--- config.mk ---
export PLATFORM = sky130hd
export DESIGN_NAME = lfu_key_value_cache_top
export DESIGN_NICKNAME = d
export VERILOG_FILES = /design/src/rtl/core/lkvc_pkg.sv /design/src/rtl/core/lkvc_ram.sv /design/src/rtl/core/lkvc_cmp.sv /design/src/rtl/core/lfu_key_value_cache_top.sv
export SDC_FILE = /design/constraint.sdc
export NUM_CORES = 2
export LEC_CHECK = 0
export BUFFER_PORTS_ARGS = -buffer_cell sky130_fd_sc_hd__buf_4
export CAP_MARGIN = 40
export CELL_PAD_IN_SITES_DETAIL_PLACEMENT = 0
export CELL_PAD_IN_SITES_GLOBAL_PLACEMENT = 1
export CORE_ASPECT_RATIO = 1.2
export CORE_MARGIN = 5
export CORE_UTILIZATION = 55
export DETAILED_ROUTE_END_ITERATION = 10
export PLACE_DENSITY_LB_ADDON = 0.25
export SLEW_MARGIN = 40
export SYNTH_ARGS = -nofsm -noshare
export SYNTH_HDL_FRONTEND = slang
export SYNTH_SLANG_ARGS = --single-unit
--- constraint.sdc ---
create_clock -name clk_i -period 24.5 [get_ports clk_i]
set_input_delay 1.225 -clock clk_i [delete_from_list [all_inputs] [get_ports clk_i]]
set_output_delay 1.225 -clock clk_i [all_outputs]
set_load 0.01 [all_outputs]
--- src/rtl/core/lkvc_pkg.sv ---
// ----------------------------------------------------------------------------
// lkvc_pkg
// Shared types and constants for the LFU key/value cache: transfer payloads,
// the stored entry word and the compare unit result.
// ----------------------------------------------------------------------------
package lkvc_pkg;

  localparam int KeyW   = 32;
  localparam int ValW   = 31;
  localparam int CntW   = 32;
  localparam int StampW = 64;
  localparam int CapW   = 5;

  localparam logic [CapW-1:0] CapReset = CapW'(16);
  localparam logic [CntW-1:0] CountMax = '1;

  // action codes
  localparam logic ActGet = 1'b0;
  localparam logic ActPut = 1'b1;

  typedef struct packed {
    logic                   action;
    logic signed [KeyW-1:0] lookup_key;
    logic [ValW-1:0]        write_value;
  } in_item_t;

  typedef struct packed {
    logic                   hit;
    logic [ValW-1:0]        read_value;
    logic                   evicted;
    logic signed [KeyW-1:0] evicted_key;
  } out_item_t;

  // one stored entry, kept as a single RAM word
  typedef struct packed {
    logic [KeyW-1:0]   ent_key;
    logic [ValW-1:0]   ent_value;
    logic [CntW-1:0]   use_count;
    logic [StampW-1:0] last_touch;
  } entry_t;

  localparam int EntryW = $bits(entry_t);

  // compare unit result
  typedef struct packed {
    logic key_eq;
    logic better;
  } cmp_res_t;

endpackage

--- src/rtl/core/lkvc_ram.sv ---
// ----------------------------------------------------------------------------
// lkvc_ram
// Generic single-write, single-read RAM with registered read data.
// ----------------------------------------------------------------------------
module lkvc_ram #(
  parameter int Width = 8,
  parameter int Depth = 16
) (
  input  logic                                 clk_i,
  input  logic                                 we_i,
  input  logic [(Depth > 1 ? $clog2(Depth) : 1)-1:0] waddr_i,
  input  logic [Width-1:0]                     wdata_i,
  input  logic [(Depth > 1 ? $clog2(Depth) : 1)-1:0] raddr_i,
  output logic [Width-1:0]                     rdata_o
);

  logic [Width-1:0] mem [Depth];

  // write port and registered read port
  always_ff @(posedge clk_i) begin
    if (we_i) begin
      mem[waddr_i] <= wdata_i;
    end
    rdata_o <= mem[raddr_i];
  end

endmodule

--- src/rtl/core/lkvc_cmp.sv ---
// ----------------------------------------------------------------------------
// lkvc_cmp
// Shared compare unit: key match and victim order (lower use count, then
// older last touch) for the entry read in the current scan step.
// ----------------------------------------------------------------------------
module lkvc_cmp (
  input  lkvc_pkg::entry_t              entry_i,
  input  logic [lkvc_pkg::KeyW-1:0]     probe_key_i,
  input  logic [lkvc_pkg::CntW-1:0]     best_count_i,
  input  logic [lkvc_pkg::StampW-1:0]   best_touch_i,
  output lkvc_pkg::cmp_res_t            res_o
);

  logic cnt_lt;
  logic cnt_eq;
  logic touch_lt;

  // magnitude compares
  assign cnt_lt   = entry_i.use_count < best_count_i;
  assign cnt_eq   = entry_i.use_count == best_count_i;
  assign touch_lt = entry_i.last_touch < best_touch_i;

  assign res_o.key_eq = entry_i.ent_key == probe_key_i;
  assign res_o.better = cnt_lt | (cnt_eq & touch_lt);

endmodule

--- src/rtl/core/lfu_key_value_cache_top.sv ---
// ----------------------------------------------------------------------------
// lfu_key_value_cache_top
// LFU key/value cache, sequential scan of an entry RAM with one compare unit.
// ----------------------------------------------------------------------------
// Sequence: an item is taken in the idle state; the scan state then reads the
//   single-read-port entry RAM one entry at a time, the write state writes back
//   and the done state loads the output register; input stalls outside idle.
// Reset: valid bits, access clock and control clear at once; capacity resets
//   to 16; entry RAM contents are not cleared and no clearing pass is needed.
module lfu_key_value_cache_top #(
  parameter int MAX_ENTRIES = 16
) (
  input  logic                        clk_i,
  input  logic                        rst_ni,
  input  logic                        in_valid_i,
  output logic                        in_stall_o,
  input  lkvc_pkg::in_item_t          in_data_i,
  output logic                        out_valid_o,
  input  logic                        out_stall_i,
  output lkvc_pkg::out_item_t         out_data_o,
  input  logic                        cfg_we_i,
  input  logic [lkvc_pkg::CapW-1:0]   cfg_data_i
);

  localparam int IdxW = (MAX_ENTRIES > 1) ? $clog2(MAX_ENTRIES) : 1;
  localparam int CW   = $clog2(MAX_ENTRIES + 1);
  localparam int CmpW = (CW > lkvc_pkg::CapW) ? CW : lkvc_pkg::CapW;
  localparam logic [CW-1:0] LastCnt = CW'(MAX_ENTRIES);

  typedef enum logic [1:0] {
    StIdle,
    StScan,
    StWrite,
    StDone
  } state_e;

  state_e                          state_q;
  logic [lkvc_pkg::CapW-1:0]       cap_q;
  logic [lkvc_pkg::StampW-1:0]     clock_q;
  logic [MAX_ENTRIES-1:0]          valid_q;
  lkvc_pkg::in_item_t              item_q;
  logic [CW-1:0]                   cnt_q;

  // scan results
  logic                            hit_q;
  logic [IdxW-1:0]                 hit_idx_q;
  lkvc_pkg::entry_t                hit_ent_q;
  logic                            vic_found_q;
  logic [IdxW-1:0]                 vic_idx_q;
  logic [lkvc_pkg::CntW-1:0]       vic_cnt_q;
  logic [lkvc_pkg::StampW-1:0]     vic_touch_q;
  logic [lkvc_pkg::KeyW-1:0]       vic_key_q;
  logic                            free_found_q;
  logic [IdxW-1:0]                 free_idx_q;
  logic [CW-1:0]                   used_q;

  lkvc_pkg::out_item_t             res_q;
  logic                            out_valid_q;
  lkvc_pkg::out_item_t             out_q;

  lkvc_pkg::entry_t                rd_ent;
  lkvc_pkg::cmp_res_t              cmp_res;
  logic [IdxW-1:0]                 eval_idx;
  logic                            eval_en;
  logic                            eval_valid;

  logic                            ram_we;
  logic [IdxW-1:0]                 ram_waddr;
  lkvc_pkg::entry_t                ram_wdata;

  // write-back decisions
  logic [CmpW-1:0]                 cap_eff;
  logic                            cap_zero;
  logic                            full;
  logic                            do_evict;
  logic                            slot_ok;
  logic [IdxW-1:0]                 slot_idx;
  logic                            touched;
  logic [lkvc_pkg::CntW-1:0]       hit_cnt_inc;
  lkvc_pkg::out_item_t             res_d;
  logic [MAX_ENTRIES-1:0]          valid_d;
  logic                            out_load;
  logic                            out_valid_d;

  // entry storage
  lkvc_ram #(
    .Width (lkvc_pkg::EntryW),
    .Depth (MAX_ENTRIES)
  ) u_ram (
    .clk_i   (clk_i),
    .we_i    (ram_we),
    .waddr_i (ram_waddr),
    .wdata_i (ram_wdata),
    .raddr_i (cnt_q[IdxW-1:0]),
    .rdata_o (rd_ent)
  );

  // shared compare unit
  lkvc_cmp u_cmp (
    .entry_i      (rd_ent),
    .probe_key_i  (item_q.lookup_key),
    .best_count_i (vic_cnt_q),
    .best_touch_i (vic_touch_q),
    .res_o        (cmp_res)
  );

  // entry under evaluation is the one addressed in the previous cycle
  assign eval_idx   = IdxW'(cnt_q - CW'(1));
  assign eval_en    = (state_q == StScan) && (cnt_q != '0);
  assign eval_valid = valid_q[eval_idx];

  // write-back and result
  always_comb begin
    cap_eff = (CmpW'(cap_q) > CmpW'(MAX_ENTRIES)) ? CmpW'(MAX_ENTRIES) : CmpW'(cap_q);
    cap_zero = (cap_eff == '0);
    full     = CmpW'(used_q) >= cap_eff;
    do_evict = 1'b0;
    slot_ok  = 1'b0;
    slot_idx = free_idx_q;
    touched  = 1'b0;
    hit_cnt_inc = (hit_ent_q.use_count == lkvc_pkg::CountMax) ? hit_ent_q.use_count
                                                               : hit_ent_q.use_count + 1'b1;
    ram_we    = 1'b0;
    ram_waddr = hit_idx_q;
    ram_wdata = hit_ent_q;
    ram_wdata.use_count  = hit_cnt_inc;
    ram_wdata.last_touch = clock_q;
    res_d = '0;

    if (item_q.action == lkvc_pkg::ActGet) begin
      if (hit_q) begin
        touched          = 1'b1;
        res_d.hit        = 1'b1;
        res_d.read_value = hit_ent_q.ent_value;
      end
    end else if (!cap_zero) begin
      if (hit_q) begin
        touched             = 1'b1;
        res_d.hit           = 1'b1;
        ram_wdata.ent_value = item_q.write_value;
      end else begin
        do_evict = full && vic_found_q;
        if (do_evict && (!free_found_q || (vic_idx_q < free_idx_q))) begin
          slot_idx = vic_idx_q;
        end
        slot_ok   = do_evict || free_found_q;
        touched   = slot_ok;
        ram_waddr = slot_idx;
        ram_wdata.ent_key    = item_q.lookup_key;
        ram_wdata.ent_value  = item_q.write_value;
        ram_wdata.use_count  = lkvc_pkg::CntW'(1);
        res_d.evicted        = do_evict;
        res_d.evicted_key    = do_evict ? vic_key_q : '0;
      end
    end
    ram_we = (state_q == StWrite) && touched;

    // valid bits after eviction and insert
    valid_d = valid_q;
    if (state_q == StWrite) begin
      if (do_evict) begin
        valid_d[vic_idx_q] = 1'b0;
      end
      if (slot_ok) begin
        valid_d[slot_idx] = 1'b1;
      end
    end

    // output register load and transfer
    out_load    = (state_q == StDone) && (!out_valid_q || !out_stall_i);
    out_valid_d = out_load || (out_valid_q && out_stall_i);
  end

  // sequencer, scan bookkeeping and output register
  always_ff @(posedge clk_i or negedge rst_ni) begin
    if (!rst_ni) begin
      state_q      <= StIdle;
      cap_q        <= lkvc_pkg::CapReset;
      clock_q      <= '0;
      valid_q      <= '0;
      item_q       <= '0;
      cnt_q        <= '0;
      hit_q        <= 1'b0;
      hit_idx_q    <= '0;
      hit_ent_q    <= '0;
      vic_found_q  <= 1'b0;
      vic_idx_q    <= '0;
      vic_cnt_q    <= '0;
      vic_touch_q  <= '0;
      vic_key_q    <= '0;
      free_found_q <= 1'b0;
      free_idx_q   <= '0;
      used_q       <= '0;
      res_q        <= '0;
      out_valid_q  <= 1'b0;
      out_q        <= '0;
    end else begin
      if (cfg_we_i) begin
        cap_q <= cfg_data_i;
      end

      // output transfer
      out_valid_q <= out_valid_d;

      case (state_q)
        StIdle: begin
          if (in_valid_i) begin
            item_q       <= in_data_i;
            cnt_q        <= '0;
            hit_q        <= 1'b0;
            vic_found_q  <= 1'b0;
            free_found_q <= 1'b0;
            used_q       <= '0;
            state_q      <= StScan;
          end
        end

        StScan: begin
          if (eval_en) begin
            if (eval_valid) begin
              used_q <= used_q + 1'b1;
              if (cmp_res.key_eq && !hit_q) begin
                hit_q     <= 1'b1;
                hit_idx_q <= eval_idx;
                hit_ent_q <= rd_ent;
              end
              if (!vic_found_q || cmp_res.better) begin
                vic_found_q <= 1'b1;
                vic_idx_q   <= eval_idx;
                vic_cnt_q   <= rd_ent.use_count;
                vic_touch_q <= rd_ent.last_touch;
                vic_key_q   <= rd_ent.ent_key;
              end
            end else if (!free_found_q) begin
              free_found_q <= 1'b1;
              free_idx_q   <= eval_idx;
            end
          end
          if (cnt_q == LastCnt) begin
            state_q <= StWrite;
          end else begin
            cnt_q <= cnt_q + 1'b1;
          end
        end

        StWrite: begin
          valid_q <= valid_d;
          if (touched) begin
            clock_q <= clock_q + 1'b1;
          end
          res_q   <= res_d;
          state_q <= StDone;
        end

        StDone: begin
          if (out_load) begin
            out_q   <= res_q;
            state_q <= StIdle;
          end
        end

        default: begin
          state_q <= StIdle;
        end
      endcase
    end
  end

  assign in_stall_o  = (state_q != StIdle);
  assign out_valid_o = out_valid_q;
  assign out_data_o  = out_q;

endmodule
==> results.yml <==
worst_setup_path:
  r2r_setup_slack_ps: 18740
  critPathArrivalTime_ps: 6220
  worstSetupStartpointType: "flop"
  worst-setup-path-type: "flop to flop"
  rr_endpoint: "u_ram.mem[13][20]"
  required_ps: 24950
  crit_fanout: 40
  worstSetupEndpointType: "flop"
  r2r_cells: 11
  reg2reg_from: "cap_q[0]"
synth:
  ys_warn_count: 0
  synthesis.area_um2: 124000
  synth_top_cell_area_share_pct: 61.6
  ys_ff_latch: 3233
  seq_area_frac_synth_pct: 74.9
  synth_ff_type: "edfxtp_1"
  syn_inst: 5803
  synth_area_per_cell_um2: 21.4
  synth_edf_count: 2544
  yosys-top-cells-area: "edfxtp_1 (62%), mux4_2 (15%), dfrtp_1 (11%)"
  synth_top_area_cell: "edfxtp_1"
  synthDistinctLibCells: 73
  ys_async_sr_fraction_pct: 16.4
  synth.net_count: 5991
route:
  via_per_inst: 6.18
  drc: 0
  wl_per_cell_um: 29.1
  ant_nets: 0
  finalWirelength_mm: 273
  drtIter0Drc: 5584
  dr.pass1.iters: 5
  route.vias.total: 58000
global_routing:
  grt_pass1_vias: 60900
  grt_max_degree: 88
  grt_use_total_pct: 23.3
  antenna_found_initial: 4
  grt_overflow: 0
  grt_pass1_wl_mm: 407
timing:
  setup_viol: 0
  fin_crit_ps: 5760
  max_slew_margin_pct: 41.6
  timing.hold.ws_ps: 355
  fin_crit_sh_pct: 23.5
  skew_ps: 42.0
  max_slew.worst_pin.slew_ps: 873
  rsz0062_at_grt: "no"
  setup_tns_ps: 0
  final-hold-violation-count: 0
  fmax_mhz: 173
  finalMaxSlewViolations: 0
cts:
  post_cts_buffers: 0
  root_buffer: "clkbuf_16"
  numCtsBuffers: 316
  clockBufferDepth: 4
  cts_tree: "yes"
  clock_latency_ps: 860
  clk_pin_slew_ps: 70
  cts_resized: 0
  htreeDepth: 5
  postCtsHoldBufs: 0
  cts.sinks: 3233
cells_and_area:
  most-common-layout-cells: "edfxtp_1 (2544), mux4_2 (800), dfrtp_1 (525)"
  layout-drive-gt1-share_pct: 31.5
  area_delta_synth_final_pct: 12.9
  nNetsFinal: 6323
  mostFrequentLayoutCell: "edfxtp_1"
  final_util_pct: 62.1
pwr:
  leakagePower_nw: 48.5
  p_per_area_nw_per_um2: 108
  vdd_drop_max_mv: 0.0923
job:
  drv_cap: 0
floorplan:
  core_area_um2: 225000
  rows: 191
  dieArea_um2: 235000
  die_w_um: 443
  ioPinCount: 141
  die_h_um: 530
  start_util_pct: 55.1
outcome:
  status: "finished, final reports clean"
placed_design:
  portBuffers: 140
  hpwlAfterDp_mm: 149
  gp_congestion: 0.784
hold_path:
  hold_path.class: "input port to async pin"
==> layout make-up <==
cell class,count,area [um2]
inverter,127,477
fill,15300,85200
timing repair buffer,273,2780
clock buffer,435,8840
sequential,3233,92900
multi-input combinational,2184,29800
tap,2991,3740
antenna,1,2.50
clock inverter,140,1440
==> stage by stage <==
step                instances  total power, mW  cell area (um2)  setup slack [ps]
finish                   9384             15.1           140000             18740
global route             9384             15.8           140000             18480
CTS                      9379             15.3           140000             18690
detailed placement       8804             10.5           130000             18740
global placement         8779             10.4           129000             18370
floorplan                5803             9.40           124000             15110
==> flip-flops by register name (all words and copies together) (netlist names), 64 cells and up <==
register       flops
clock_q           64
hit_ent_q         95
item_q            64
out_data_o        65
res_q             65
u_ram.mem       2544
u_ram.rdata_o    159
vic_touch_q       64
==> how the worst max path moves through the flow <==
stage / from / to / slack, ps
floorplan: cap_q[4] / u_ram.mem[12][0] / 15110
global route: vic_touch_q[63] / vic_touch_q[63] / 18480
detailed placement: cap_q[0] / u_ram.mem[13][28] / 18740
global placement: cnt_q[0] / u_ram.rdata_o[45] / 18370
CTS: cap_q[0] / u_ram.mem[13][36] / 18690
finish: cap_q[0] / u_ram.mem[13][20] / 18740
==> Yosys cell counts (all sizes together) (55+ instances only) <==
cell type	number
mux4	800
edfxtp	2544
nand3	56
ha	114
xnor2	55
nor2	76
inv	127
a22o	63
o21ai	85
mux2	390
clkbuf	169
dfrtp	529
buf	90
xor2	61
dfxtp	159
nand2	184
==> worst max-delay path: stages (launching register included) <==
cell and delay (ps):
dfrtp_1 380, or4_1 600, o21ai_4 150, buf_4 660, nand2b_2 270, buf_4 550
nand2_1 150, nand3_1 140, nand3_1 330, nor2_4 590, buf_4 680, buf_4 770
==> cell families after synthesis <==
group	count (synthesis)	synth area share (%)
multiplexers	1198	18.4
AND/OR/NAND/NOR	492	1.99
AO/OA/AOI/OAI	264	1.42
flip-flops	3233	74.9
adder cells (fa/ha/maj)	114	1.15
XOR/XNOR	116	0.826
buffers and inverters	386	1.36
==> power by group <==
part | switching (mW) | internal, mW
logic | 1.80 | 1.60
clock network | 2.00 | 2.81
registers | 0.341 | 6.58
total | 4.15 | 11.0
==> layer usage <==
layer	global-route usage, %	up-vias	wire length (um)
met3	3.84	415	17900
met1	32.6	31200	111000
met5	0	-	14
li1	-	24300	-
met2	39.1	2065	138000
met4	5.72	2	6280
Note: power is estimated with default switching activity, not from simulation.
